[src/rtl/lfr_pkg.sv]
// Package of the LED fade ramp engine: widths, register codes, reset values,
// and the types shared between the configuration block, the state memory and the step logic.
// Depends on nothing.
`default_nettype none

package lfr_pkg;

  // Channel count and storage geometry.
  localparam int CHANNELS = 4;
  localparam int CHAN_W   = 2;
  localparam int ADDR_W   = (CHANNELS > 1) ? $clog2(CHANNELS) : 1;

  // Field widths.
  localparam int DUTY_W     = 14;
  localparam int COUNT_W    = 11;
  localparam int STEP_W     = 8;
  localparam int CFG_IDX_W  = 3;
  localparam int CFG_DATA_W = 14;

  // Reset values of the per-channel state.
  localparam logic [DUTY_W-1:0]  DUTY_RESET  = 14'd8000;
  localparam logic [COUNT_W-1:0] COUNT_RESET = 11'd0;

  // Reset values of the configuration registers.
  localparam logic [DUTY_W-1:0]  DUTY_MAX_RESET    = 14'd8000;
  localparam logic [DUTY_W-1:0]  HIGH_BAND_RESET   = 14'd6500;
  localparam logic [DUTY_W-1:0]  MID_BAND_RESET    = 14'd4000;
  localparam logic [DUTY_W-1:0]  LOW_BAND_RESET    = 14'd10;
  localparam logic [STEP_W-1:0]  STEP_HIGH_RESET   = 8'd2;
  localparam logic [STEP_W-1:0]  STEP_MID_RESET    = 8'd5;
  localparam logic [STEP_W-1:0]  STEP_LOW_RESET    = 8'd10;
  localparam logic [COUNT_W-1:0] COUNT_LIMIT_RESET = 11'd1111;

  // Ramp direction codes.
  localparam logic OP_UP   = 1'b0;
  localparam logic OP_DOWN = 1'b1;

  // Configuration register indexes.
  typedef enum logic [CFG_IDX_W-1:0] {
    REG_DUTY_MAX    = 3'd0,
    REG_HIGH_BAND   = 3'd1,
    REG_MID_BAND    = 3'd2,
    REG_LOW_BAND    = 3'd3,
    REG_STEP_HIGH   = 3'd4,
    REG_STEP_MID    = 3'd5,
    REG_STEP_LOW    = 3'd6,
    REG_COUNT_LIMIT = 3'd7
  } lfr_reg_e;

  // Current register settings.
  typedef struct packed {
    logic [DUTY_W-1:0]  duty_max;
    logic [DUTY_W-1:0]  high_band;
    logic [DUTY_W-1:0]  mid_band;
    logic [DUTY_W-1:0]  low_band;
    logic [STEP_W-1:0]  step_high;
    logic [STEP_W-1:0]  step_mid;
    logic [STEP_W-1:0]  step_low;
    logic [COUNT_W-1:0] count_limit;
  } lfr_cfg_t;

  // One channel's stored state.
  typedef struct packed {
    logic [DUTY_W-1:0]  duty;
    logic [COUNT_W-1:0] count;
    logic               down;
  } lfr_entry_t;

  // Write request into the state memory.
  typedef struct packed {
    logic               en;
    logic [CHAN_W-1:0]  chan;
    lfr_entry_t         data;
  } lfr_wr_t;

endpackage : lfr_pkg

`default_nettype wire

[src/rtl/lfr_if.sv]
// Channel interfaces of the LED fade ramp engine: tick requests, results and
// configuration writes. Depends on lfr_pkg.
`default_nettype none

interface lfr_in_if;
  import lfr_pkg::*;
  logic              valid;
  logic              ready;
  logic [CHAN_W-1:0] channel;
  logic              op;
  modport source (output valid, output channel, output op, input ready);
  modport sink   (input valid, input channel, input op, output ready);
endinterface : lfr_in_if

interface lfr_out_if;
  import lfr_pkg::*;
  logic               valid;
  logic               ready;
  logic [DUTY_W-1:0]  duty_value;
  logic [COUNT_W-1:0] ramp_count;
  logic               ramp_done;
  modport source (output valid, output duty_value, output ramp_count, output ramp_done,
                  input ready);
  modport sink   (input valid, input duty_value, input ramp_count, input ramp_done,
                  output ready);
endinterface : lfr_out_if

interface lfr_cfg_if;
  import lfr_pkg::*;
  logic                  valid;
  logic                  ready;
  logic [CFG_IDX_W-1:0]  index;
  logic [CFG_DATA_W-1:0] data;
  modport source (output valid, output index, output data, input ready);
  modport sink   (input valid, input index, input data, output ready);
endinterface : lfr_cfg_if

`default_nettype wire

[src/rtl/led_fade_ramp_engine.sv]
// Top level of the LED fade ramp engine: request pipeline around the state
// memory, step logic and result register. Depends on lfr_pkg, lfr_if and the lfr_* modules.
//
//  Port    | Dir | Carries
//  --------+-----+------------------------------------------------
//  in_i    | in  | tick request: channel, op
//  out_o   | out | result: duty_value, ramp_count, ramp_done
//  cfg_i   | in  | register write: index, data
//
// One request per cycle is accepted unless the result stalls; it goes through the step
// stage register and the result register. The state memory's single read port and
// single write port set that rate; a request for the channel written in the same cycle
// takes the written data forward. Reset is asynchronous; entry valid bits give the reset
// state, no clearing pass. A stalled result holds the pipeline; a new request is still
// taken while the step stage is empty.
`default_nettype none

module led_fade_ramp_engine (
  input  wire logic clk_i,
  input  wire logic rst_ni,
  lfr_in_if.sink    in_i,
  lfr_out_if.source out_o,
  lfr_cfg_if.sink   cfg_i
);
  import lfr_pkg::*;

  lfr_cfg_t           cfg;
  logic               s1_valid_q;
  logic [CHAN_W-1:0]  s1_chan_q;
  logic               s1_op_q;
  logic               s1_adv;
  logic               s1_in_range;
  logic               accept;
  lfr_entry_t         cur;
  lfr_entry_t         nxt;
  logic               done;
  lfr_wr_t            wr;
  logic               out_valid_q;
  logic [DUTY_W-1:0]  out_duty_q;
  logic [COUNT_W-1:0] out_count_q;
  logic               out_done_q;

  lfr_cfg_regs u_cfg (
    .clk_i  (clk_i),
    .rst_ni (rst_ni),
    .cfg    (cfg_i),
    .cfg_o  (cfg)
  );

  // Handshake control of the step stage.
  assign s1_adv      = s1_valid_q && (!out_valid_q || out_o.ready);
  assign in_i.ready  = !s1_valid_q || s1_adv;
  assign accept      = in_i.valid && in_i.ready;
  assign s1_in_range = int'(s1_chan_q) < CHANNELS;

  // Write back the updated channel state.
  always_comb begin
    wr.en   = s1_adv && s1_in_range;
    wr.chan = s1_chan_q;
    wr.data = nxt;
  end

  lfr_state_mem u_mem (
    .clk_i     (clk_i),
    .rst_ni    (rst_ni),
    .rd_en_i   (accept),
    .rd_chan_i (in_i.channel),
    .rd_data_o (cur),
    .wr_i      (wr)
  );

  lfr_step_calc u_calc (
    .op_i   (s1_op_q),
    .cur_i  (cur),
    .cfg_i  (cfg),
    .nxt_o  (nxt),
    .done_o (done)
  );

  // Step stage request register.
  always_ff @(posedge clk_i or negedge rst_ni) begin
    if (!rst_ni) begin
      s1_valid_q <= 1'b0;
    end else if (accept) begin
      s1_valid_q <= 1'b1;
    end else if (s1_adv) begin
      s1_valid_q <= 1'b0;
    end
  end

  always_ff @(posedge clk_i) begin
    if (accept) begin
      s1_chan_q <= in_i.channel;
      s1_op_q   <= in_i.op;
    end
  end

  // Result register.
  always_ff @(posedge clk_i or negedge rst_ni) begin
    if (!rst_ni) begin
      out_valid_q <= 1'b0;
    end else if (s1_adv) begin
      out_valid_q <= 1'b1;
    end else if (out_o.ready) begin
      out_valid_q <= 1'b0;
    end
  end

  always_ff @(posedge clk_i) begin
    if (s1_adv) begin
      out_duty_q  <= s1_in_range ? nxt.duty  : '0;
      out_count_q <= s1_in_range ? nxt.count : '0;
      out_done_q  <= s1_in_range && done;
    end
  end

  assign out_o.valid      = out_valid_q;
  assign out_o.duty_value = out_duty_q;
  assign out_o.ramp_count = out_count_q;
  assign out_o.ramp_done  = out_done_q;

endmodule : led_fade_ramp_engine

`default_nettype wire

[src/rtl/lfr_cfg_regs.sv]
// Configuration register file of the LED fade ramp engine.
// Depends on lfr_pkg and lfr_cfg_if.
`default_nettype none

module lfr_cfg_regs (
  input  wire logic         clk_i,
  input  wire logic         rst_ni,
  lfr_cfg_if.sink           cfg,
  output lfr_pkg::lfr_cfg_t cfg_o
);
  import lfr_pkg::*;

  lfr_cfg_t regs_q, regs_d;

  // Writes are always taken.
  assign cfg.ready = 1'b1;

  // Decode the write and mask the data to the register's width.
  always_comb begin
    regs_d = regs_q;
    if (cfg.valid) begin
      unique case (lfr_reg_e'(cfg.index))
        REG_DUTY_MAX:    regs_d.duty_max    = cfg.data[DUTY_W-1:0];
        REG_HIGH_BAND:   regs_d.high_band   = cfg.data[DUTY_W-1:0];
        REG_MID_BAND:    regs_d.mid_band    = cfg.data[DUTY_W-1:0];
        REG_LOW_BAND:    regs_d.low_band    = cfg.data[DUTY_W-1:0];
        REG_STEP_HIGH:   regs_d.step_high   = cfg.data[STEP_W-1:0];
        REG_STEP_MID:    regs_d.step_mid    = cfg.data[STEP_W-1:0];
        REG_STEP_LOW:    regs_d.step_low    = cfg.data[STEP_W-1:0];
        REG_COUNT_LIMIT: regs_d.count_limit = cfg.data[COUNT_W-1:0];
        default:         regs_d = regs_q;
      endcase
    end
  end

  // Register storage with documented reset values.
  always_ff @(posedge clk_i or negedge rst_ni) begin
    if (!rst_ni) begin
      regs_q.duty_max    <= DUTY_MAX_RESET;
      regs_q.high_band   <= HIGH_BAND_RESET;
      regs_q.mid_band    <= MID_BAND_RESET;
      regs_q.low_band    <= LOW_BAND_RESET;
      regs_q.step_high   <= STEP_HIGH_RESET;
      regs_q.step_mid    <= STEP_MID_RESET;
      regs_q.step_low    <= STEP_LOW_RESET;
      regs_q.count_limit <= COUNT_LIMIT_RESET;
    end else begin
      regs_q <= regs_d;
    end
  end

  assign cfg_o = regs_q;

endmodule : lfr_cfg_regs

`default_nettype wire

[src/rtl/lfr_state_mem.sv]
// Per-channel state memory of the LED fade ramp engine: one synchronous read
// port, one write port, write-to-read forwarding and per-entry valid bits. Depends on lfr_pkg.
`default_nettype none

module lfr_state_mem (
  input  wire logic                       clk_i,
  input  wire logic                       rst_ni,
  input  wire logic                       rd_en_i,
  input  wire logic [lfr_pkg::CHAN_W-1:0] rd_chan_i,
  output lfr_pkg::lfr_entry_t             rd_data_o,
  input  wire lfr_pkg::lfr_wr_t           wr_i
);
  import lfr_pkg::*;

  lfr_entry_t            mem [CHANNELS];
  logic [CHANNELS-1:0]   written_q;
  lfr_entry_t            rd_data_q;
  logic                  rd_hit_q;
  logic [ADDR_W-1:0]     rd_addr;
  logic [ADDR_W-1:0]     wr_addr;
  logic                  fwd;
  lfr_entry_t            reset_entry;

  assign rd_addr = ADDR_W'(rd_chan_i);
  assign wr_addr = ADDR_W'(wr_i.chan);
  // A write landing on the entry read in the same cycle is passed straight through.
  assign fwd     = wr_i.en && (wr_i.chan == rd_chan_i);

  // Memory array write.
  always_ff @(posedge clk_i) begin
    if (wr_i.en) begin
      mem[wr_addr] <= wr_i.data;
    end
  end

  // Registered read with forwarding.
  always_ff @(posedge clk_i) begin
    if (rd_en_i) begin
      rd_data_q <= fwd ? wr_i.data : mem[rd_addr];
    end
  end

  // Valid bits: an entry never written reads as the reset state.
  always_ff @(posedge clk_i or negedge rst_ni) begin
    if (!rst_ni) begin
      written_q <= '0;
      rd_hit_q  <= 1'b0;
    end else begin
      if (wr_i.en) begin
        written_q[wr_addr] <= 1'b1;
      end
      if (rd_en_i) begin
        rd_hit_q <= fwd || written_q[rd_addr];
      end
    end
  end

  always_comb begin
    reset_entry.duty  = DUTY_RESET;
    reset_entry.count = COUNT_RESET;
    reset_entry.down  = 1'b0;
  end

  assign rd_data_o = rd_hit_q ? rd_data_q : reset_entry;

endmodule : lfr_state_mem

`default_nettype wire

[src/rtl/lfr_step_calc.sv]
// Ramp step logic of the LED fade ramp engine: computes a channel's next
// duty, count, down and done flags from its state. Depends on lfr_pkg.
`default_nettype none

module lfr_step_calc (
  input  wire logic                op_i,
  input  wire lfr_pkg::lfr_entry_t cur_i,
  input  wire lfr_pkg::lfr_cfg_t   cfg_i,
  output lfr_pkg::lfr_entry_t      nxt_o,
  output logic                     done_o
);
  import lfr_pkg::*;

  logic [DUTY_W-1:0]  reload;
  logic [DUTY_W-1:0]  base;
  logic [DUTY_W-1:0]  step;
  logic [DUTY_W-1:0]  stepped;
  logic               in_band;
  logic [COUNT_W-1:0] count_inc;

  // Duty at the start of a down ramp: count times 8, clamped.
  always_comb begin
    reload = {cur_i.count, 3'b000};
    if (reload >= cfg_i.duty_max) begin
      reload = cfg_i.duty_max;
    end
    base = cur_i.down ? cur_i.duty : reload;
  end

  // Band selection for the decrement.
  always_comb begin
    in_band = 1'b1;
    priority if (base >= cfg_i.high_band) begin
      step = DUTY_W'(cfg_i.step_high);
    end else if (base >= cfg_i.mid_band) begin
      step = DUTY_W'(cfg_i.step_mid);
    end else if (base >= cfg_i.low_band) begin
      step = DUTY_W'(cfg_i.step_low);
    end else if (base != '0) begin
      step = DUTY_W'(1);
    end else begin
      step    = '0;
      in_band = 1'b0;
    end
    stepped = (base >= step) ? (base - step) : '0;
  end

  assign count_inc = cur_i.count + COUNT_W'(1);

  // Next state by direction.
  always_comb begin
    nxt_o  = cur_i;
    done_o = 1'b0;
    if (op_i == OP_DOWN) begin
      if (in_band) begin
        nxt_o.duty  = stepped;
        nxt_o.count = stepped[DUTY_W-1:3];
        nxt_o.down  = 1'b1;
      end else begin
        nxt_o.duty  = '0;
        nxt_o.count = '0;
        nxt_o.down  = 1'b0;
        done_o      = 1'b1;
      end
    end else begin
      nxt_o.down = 1'b0;
      if (cur_i.count < cfg_i.count_limit) begin
        nxt_o.count = count_inc;
        nxt_o.duty  = {count_inc, 3'b000};
      end else begin
        done_o = 1'b1;
      end
    end
  end

endmodule : lfr_step_calc

`default_nettype wire

[src/flat_wrapper.sv]
// flat-port wrapper written by rule: the top's interface ports become plain ports
module led_fade_ramp_engine_flat import lfr_pkg::*;
  (clk_i, rst_ni, in_i_valid, in_i_channel, in_i_op, in_i_ready, out_o_valid, out_o_duty_value, out_o_ramp_count, out_o_ramp_done, out_o_ready, cfg_i_valid, cfg_i_index, cfg_i_data, cfg_i_ready);
  lfr_in_if in_i_i ();
  lfr_out_if out_o_i ();
  lfr_cfg_if cfg_i_i ();
  input  wire logic clk_i;
  input  wire logic rst_ni;
  input wire logic [$bits(in_i_i.valid)-1:0] in_i_valid;
  input wire logic [$bits(in_i_i.channel)-1:0] in_i_channel;
  input wire logic [$bits(in_i_i.op)-1:0] in_i_op;
  output wire logic [$bits(in_i_i.ready)-1:0] in_i_ready;
  output wire logic [$bits(out_o_i.valid)-1:0] out_o_valid;
  output wire logic [$bits(out_o_i.duty_value)-1:0] out_o_duty_value;
  output wire logic [$bits(out_o_i.ramp_count)-1:0] out_o_ramp_count;
  output wire logic [$bits(out_o_i.ramp_done)-1:0] out_o_ramp_done;
  input wire logic [$bits(out_o_i.ready)-1:0] out_o_ready;
  input wire logic [$bits(cfg_i_i.valid)-1:0] cfg_i_valid;
  input wire logic [$bits(cfg_i_i.index)-1:0] cfg_i_index;
  input wire logic [$bits(cfg_i_i.data)-1:0] cfg_i_data;
  output wire logic [$bits(cfg_i_i.ready)-1:0] cfg_i_ready;
  assign in_i_i.valid = in_i_valid;
  assign in_i_i.channel = in_i_channel;
  assign in_i_i.op = in_i_op;
  assign in_i_ready = in_i_i.ready;
  assign out_o_valid = out_o_i.valid;
  assign out_o_duty_value = out_o_i.duty_value;
  assign out_o_ramp_count = out_o_i.ramp_count;
  assign out_o_ramp_done = out_o_i.ramp_done;
  assign out_o_i.ready = out_o_ready;
  assign cfg_i_i.valid = cfg_i_valid;
  assign cfg_i_i.index = cfg_i_index;
  assign cfg_i_i.data = cfg_i_data;
  assign cfg_i_ready = cfg_i_i.ready;
  led_fade_ramp_engine u_core (.clk_i(clk_i), .rst_ni(rst_ni), .in_i(in_i_i), .out_o(out_o_i), .cfg_i(cfg_i_i));
endmodule
[config.mk]
export PLATFORM = sky130hd
export DESIGN_NAME = led_fade_ramp_engine_flat
export DESIGN_NICKNAME = d
export VERILOG_FILES = /design/src/rtl/lfr_pkg.sv /design/src/rtl/lfr_if.sv /design/src/rtl/led_fade_ramp_engine.sv /design/src/rtl/lfr_cfg_regs.sv /design/src/rtl/lfr_state_mem.sv /design/src/rtl/lfr_step_calc.sv /design/src/flat_wrapper.sv
export SDC_FILE = /design/constraint.sdc
export NUM_CORES = 1
export LEC_CHECK = 0
export BUFFER_PORTS_ARGS = -buffer_cell sky130_fd_sc_hd__buf_2
export CORE_MARGIN = 8
export CORE_UTILIZATION = 53
export CTS_CLUSTER_DIAMETER = 30
export DETAILED_ROUTE_END_ITERATION = 12
export GPL_TIMING_DRIVEN = 0
export PLACE_DENSITY_LB_ADDON = 0.15
export SYNTH_ARGS = -nofsm -noshare
export SYNTH_HDL_FRONTEND = slang
export SYNTH_HIERARCHICAL = 1
export SYNTH_SLANG_ARGS = --single-unit
[constraint.sdc]
create_clock -name clk_i -period 6.8 [get_ports clk_i]
set_input_delay 1.02 -clock clk_i [delete_from_list [all_inputs] [get_ports clk_i]]
set_output_delay 1.02 -clock clk_i [all_outputs]
set_load 0.05 [all_outputs]
; ---- Word-level counts from Yosys, hierarchy flattened
; Memories as Yosys holds them, arrays and structs flattened. A register that Yosys moved wholly into a read port is not among the register bits.
; Index checks and enable logic that the tools add are counted.
[totals]
ramBits = 104
out_inout_bits = 29
ff_bits = 127
input_bits = 25
elab_cells = 87
n_memories = 1
[mem_list]
columns = name, depth, width, read_ports, rd_clocked_by_memory_dff, wr, line
row1 = u_core.u_mem.mem, 4, 26, 1, 1, 1, lfr_state_mem.sv:15  ; lfr_entry_t mem [CHANNELS];
[op_classes]
eq_ne = 8
n_addsub = 2
bitwise = 1
n_reduce_logical = 21
magnitude_cmp = 9
n_mux = 28
[ops]
columns = operator, count
row1 = 26-bit two-way mux, 3
row2 = 14-bit >= comparator, 5
row3 = 14-bit two-way mux, 3
row4 = 25-bit two-way mux, 1
row5 = 8-bit two-way mux, 3
row6 = 1-bit two-way mux, 16
row7 = 2-bit AND reduction, 8
row8 = 14-bit nonzero test, 1
row9 = 14-bit subtractor, 1
row10 = "3-bit == test, second input constant", 4
row11 = "11-bit by 1-bit adder with 11-bit output, second input constant", 1
row12 = 11-bit < comparator, 1
row13 = "3-bit by 2-bit == test with 1-bit output, second input constant", 2
row14 = "2-bit by 3-bit < comparator with 1-bit output, second input constant", 2
row15 = 1-bit logical AND, 4
row16 = 4-bit bitwise OR, 1
row17 = 2-bit nonzero test, 2
row18 = "3-bit by 1-bit == test with 1-bit output, second input constant", 1
row19 = 3-bit zero test, 1
row20 = 1-bit logical OR, 3
row21 = 1-bit binary-select mux with 2-bit select, 1
row22 = 1-bit demux with 2-bit select, 1
row23 = 2-bit == test, 1
row24 = "2-bit by 1-bit >= comparator with 1-bit output, second input constant", 1
row25 = 1-bit zero test, 2

; ---- Depth between registers and ports, before layout
[depth]
depth_word = 13
ltp_mapped = 34
ltp_nobuf = 30

; ---- Modules after synthesis
; Netlist, hierarchy kept.
[by_module_without_submodules]
columns = module, seq_area_each_um2, n_inst, cells_per_inst, area_each_um2
row1 = lfr_state_mem, 4028.9, 1, 239, 5395.2
row2 = lfr_cfg_regs, 2316.0, 1, 204, 3681.0
row3 = lfr_step_calc, 0.0, 1, 490, 3295.7
row4 = led_fade_ramp_engine, 920.9, 1, 37, 974.7

; ---- Worst setup path after synthesis
; OpenSTA, ideal clock, no wires.
[synth_path]
path_type = reg-to-reg
start = reg, netlist name u_core/u_mem/rd_hit_q
end = reg, netlist name u_core/u_mem/rd_data_q[16]
synth_period_minus_slack_ps = 6717
required_ps = 6540
t_arrival_ps = 6456
n_path_buf = 2
setup_ps = 260
stages_incl_launch_ff = 32
path_slack_ps = 83
cell_sequence = dfrtp_1 > clkbuf_1 > and2_1 > ha_1 > nand4_1 > or2_1 > a311o_1 > and3_1 > o31ai_2 > inv_2 > ha_1 > a21o_1 > a211o_1 > a2111oi_0 > o21ai_1 > nand2_1 > nand2_1 > o221ai_1 > o21a_1 > ha_1 > inv_1 > fa_1 > a21o_1 > a21oi_1 > nor2_1 > nor2_1 > nand2_1 > o41ai_4 > a21o_4 > buf_6 > o22ai_1 > mux2_4

==> results_dict.tcl <==
set metrics [dict create \
    status "finished with violations" \
    violated_checks "setup timing" \
    via_per_inst 5.75 \
    irDropWorstVdd_v 0.000372 \
    synth_top_area_share_pct 35.8 \
    top_usage_layer "met2" \
    postRouteAntennaNets 0 \
    layout-drive-gt1-share_pct 49.3 \
    period_minus_slack_ns 6.97 \
    overall_die_area_um2 30500 \
    yosysWarnings 6 \
    timing.critical_path.slowest_stage_cell "sky130_fd_sc_hd__dfrtp_2" \
    grt_setup_unrepaired "yes" \
    synth_largest_area_cell "sky130_fd_sc_hd__edfxtp_1" \
    postSynthCellCount 970 \
    combinationalPowerShare_pct 44.7 \
    achievable-frequency_mhz 144 \
    slew_headroom_pct 17.2 \
    fin_skew_ns 0.0342 \
    syn-mean-instance-area_um2 13.8 \
    reg2reg_depth 33 \
    finalWorstSetupSlack_ns -0.168 \
    critPathKind "register to register" \
    clock_tree.htree_level_count 2 \
    routed_wire_length_per_instance_um 22.0 \
    synth-seq-cells 257 \
    core_ar_um2 25000 \
    grt_antenna_before_repair 0 \
    nets_in_the_synthesized_netlist 1068 \
    grt_overflow 0 \
    dieHeight_um 175 \
    initial_utilization_pct 53.5 \
    hold-worst-slack_ns 0.448 \
    cts_num_sinks 257 \
    portBuffers 48 \
    synthArstFlopShare_pct 38.1 \
    route.final.wire_length_mm 34.2 \
    cpPeakStageDelay_ns 0.48 \
    dr_total_vias 8949 \
    clkPwrFrac_pct 29.2 \
    clockBufferDepth 3 \
    rrSetupSlack_ns -0.17 \
    drt_iter0_markers 530 \
    groute.layer.met3.usage_pct 3.69 \
    hold_path_class "primary input to async pin" \
    groute.layer.met1.usage_pct 27.9 \
    netlist_area_um2 13300 \
    gr_layer_usage_met2_pct 36.6 \
    critical_path_buf_inv_count 7 \
    reg_power_share_pct 26.1 \
    clockRootBuffer "sky130_fd_sc_hd__clkbuf_16" \
    synth_enable_flop_cells 159 \
    drt-pass1-iter-count 5 \
    row_count 58 \
    most-common-layout-cells "sky130_fd_sc_hd__edfxtp_1 (159), sky130_fd_sc_hd__inv_1 (74), sky130_fd_sc_hd__buf_4 (68)" \
    setup_total_negative_slack_ns -3.66 \
    cp-end-kind "register" \
    cp_max_fo 7 \
    cell_internal_pwr_mw 5.68 \
    clock_input_transition_at_the_sequential_cells_of_the_worst_setup_and_hold_paths_ns 0.06 \
    layout.cells.most_common "sky130_fd_sc_hd__edfxtp_1" \
    postLayoutCellArea_um2 18100 \
    tritoncts "yes" \
    detail_route.drc_violations 0 \
    antenna_cells 0 \
    first_global_vias 9530 \
    final_max_slew_viol_count 0 \
    total_switching_power_mw 3.11 \
    rr_startpoint "u_core/u_mem/rd_hit_q" \
    fp.dieW_um 175 \
    critical_path_rt_ns 7.10 \
    final_core_utilization_pct 72.6 \
    gp_congestion 0.885 \
    synth.distinct_cells 77 \
    setup_viol 50 \
    worst_slew_pin_slew_ns 1.24 \
    num-nets-final 1279 \
    timing.max_cap.violations 0 \
    half_perimeter_wire_length_of_the_detailed_placement_result_mm 20.7 \
    synth_ff_type "sky130_fd_sc_hd__edfxtp_1" \
    hold_viol 0 \
    number_of_inserted_filler_cells_in_the_final_layout 1573 \
    top_level_i_o_count 54 \
    worst_path_dominant_cell_family "compound AO/OA/AOI/OAI gates" \
    cellPowerDensity_nw_per_um2 485 \
    syn_to_final_growth_pct 35.9 \
    numCtsBuffers 52 \
    startpoint_type "register" \
    first_pass_grt_wire_length_mm 52.9 \
    postPlaceCellArea_um2 14100 \
    min_period_over_period_pct 102 \
    p_leak_nw 7.35 \
    worst-endpoint-arrival_ns 7.26 \
    global_route.usage.total_pct 22.0 \
    grt_max_degree 65 \
    worstReg2RegEnd "u_core/u_mem/rd_data_q[6]" \
    switching_share_pct 35.4 \
    sequential_cell_area_fraction_in_the_yosys_report_pct 54.4 \
    ys_top_cells_by_area "sky130_fd_sc_hd__edfxtp_1 (36%), sky130_fd_sc_hd__dfrtp_1 (13%), sky130_fd_sc_hd__ha_1 (6.7%)" \
    clock_insertion_delay_worst_skew_ns 0.55 \
]
## layout make-up
cell class                      count  area (µm²)  area share [%]
Clock buffer                       64        1430            7.88
Sequential cell                   257        7270            40.1
Tap cell                          330         413            2.28
Timing Repair Buffer              158        1300            7.18
Inverter                           77         289            1.59
Clock inverter                     34         414            2.28
Multi-Input combinational cell    598        6670            36.8
Buffer                             37         352            1.94
## metal layers
metal  wire, µm  up-vias
li1           -     4066
met1      14300     4491
met2      16700      294
met3       1840       98
met4       1250        0
met5          0        -
## cells in the mapped netlist (12+ instances only)
cell type	count
sky130_fd_sc_hd__a21oi_1	45
sky130_fd_sc_hd__and2_1	28
sky130_fd_sc_hd__clkbuf_1	16
sky130_fd_sc_hd__dfrtp_1	67
sky130_fd_sc_hd__dfstp_2	31
sky130_fd_sc_hd__edfxtp_1	159
sky130_fd_sc_hd__ha_1	72
sky130_fd_sc_hd__inv_1	75
sky130_fd_sc_hd__mux2_2	68
sky130_fd_sc_hd__mux2_4	49
sky130_fd_sc_hd__mux4_2	19
sky130_fd_sc_hd__nand2_1	27
sky130_fd_sc_hd__nand2b_1	21
sky130_fd_sc_hd__nand3_1	24
sky130_fd_sc_hd__nor2_1	46
sky130_fd_sc_hd__o21ai_0	16
sky130_fd_sc_hd__o22ai_1	12
sky130_fd_sc_hd__xnor2_1	25
## cells by family (layout without fill, tap and decap cells)
| family | count (synthesis) | count (layout) | share of synthesized area (%) |
|---|---|---|---|
| compound gates | 150 | 150 | 7.83 |
| xor+xnor | 29 | 29 | 2.02 |
| fa+ha+maj | 73 | 73 | 6.90 |
| buf+inv | 115 | 370 | 4.23 |
| flops | 257 | 257 | 54.4 |
| mux | 145 | 145 | 16.1 |
| other cells | 1 | 1 | 0.0281 |
| simple gates | 200 | 200 | 8.46 |
## timing repair
item                       CTS  global route
hold buffers                 0             0
gates resized for setup    199            59
gates cloned                 5             1
pin swaps                   78            42
setup endpoints to repair  150           150
buffers inserted            84            17
## flip-flops by register name, summed over array words and instances, names as in the netlist
| name | cells |
|---|---|
| u_core/out_o.duty_value | 14 |
| u_core/u_cfg/cfg_o | 91 |
| u_core/s1_op_q | 1 |
| u_core/u_mem/rd_hit_q | 1 |
| u_core/s1_chan_q | 2 |
| u_core/u_mem/written_q | 4 |
| u_core/out_o.ramp_count | 11 |
| u_core/u_mem/rd_data_q | 26 |
| u_core/out_o.valid | 1 |
| u_core/out_o.ramp_done | 1 |
| u_core/u_mem/mem | 104 |
| u_core/s1_valid_q | 1 |
## how the worst max path moves through the flow
stage	cells after the start	end	startpoint
final	33	u_core/u_mem/rd_data_q[6]	u_core/u_mem/rd_hit_q
after global routing	33	u_core/u_mem/rd_data_q[6]	u_core/u_mem/rd_hit_q
after CTS	34	u_core/u_mem/rd_data_q[6]	u_core/u_mem/rd_hit_q
after detailed placement	31	u_core/u_mem/rd_data_q[6]	u_core/u_mem/rd_hit_q
after global placement	31	u_core/u_mem/rd_data_q[6]	u_core/u_mem/rd_hit_q
after floorplan	31	u_core/u_mem/rd_data_q[16]	u_core/u_mem/rd_hit_q
## per-stage QoR
step                      instances  power [mW]  setup WS, ns
after detailed placement       1351        4.67         -2.20
after global placement         1348        4.62         -2.21
final                          1555        8.79        -0.168
after floorplan                 970        4.00        0.0833
after global routing           1555        9.19        -0.330
after CTS                      1537        8.43       -0.0736
## power by group through the flow
stage               Sequential (mW)  Combinational, mW  Clock [mW]
floorplan                      2.48               1.52           0
global route                   2.32               4.18        2.69
detailed placement             2.30               2.36           0
CTS                            2.29               3.54        2.61
global placement               2.30               2.32           0
finish                         2.29               3.93        2.57
(Power assumes the default switching activity.)
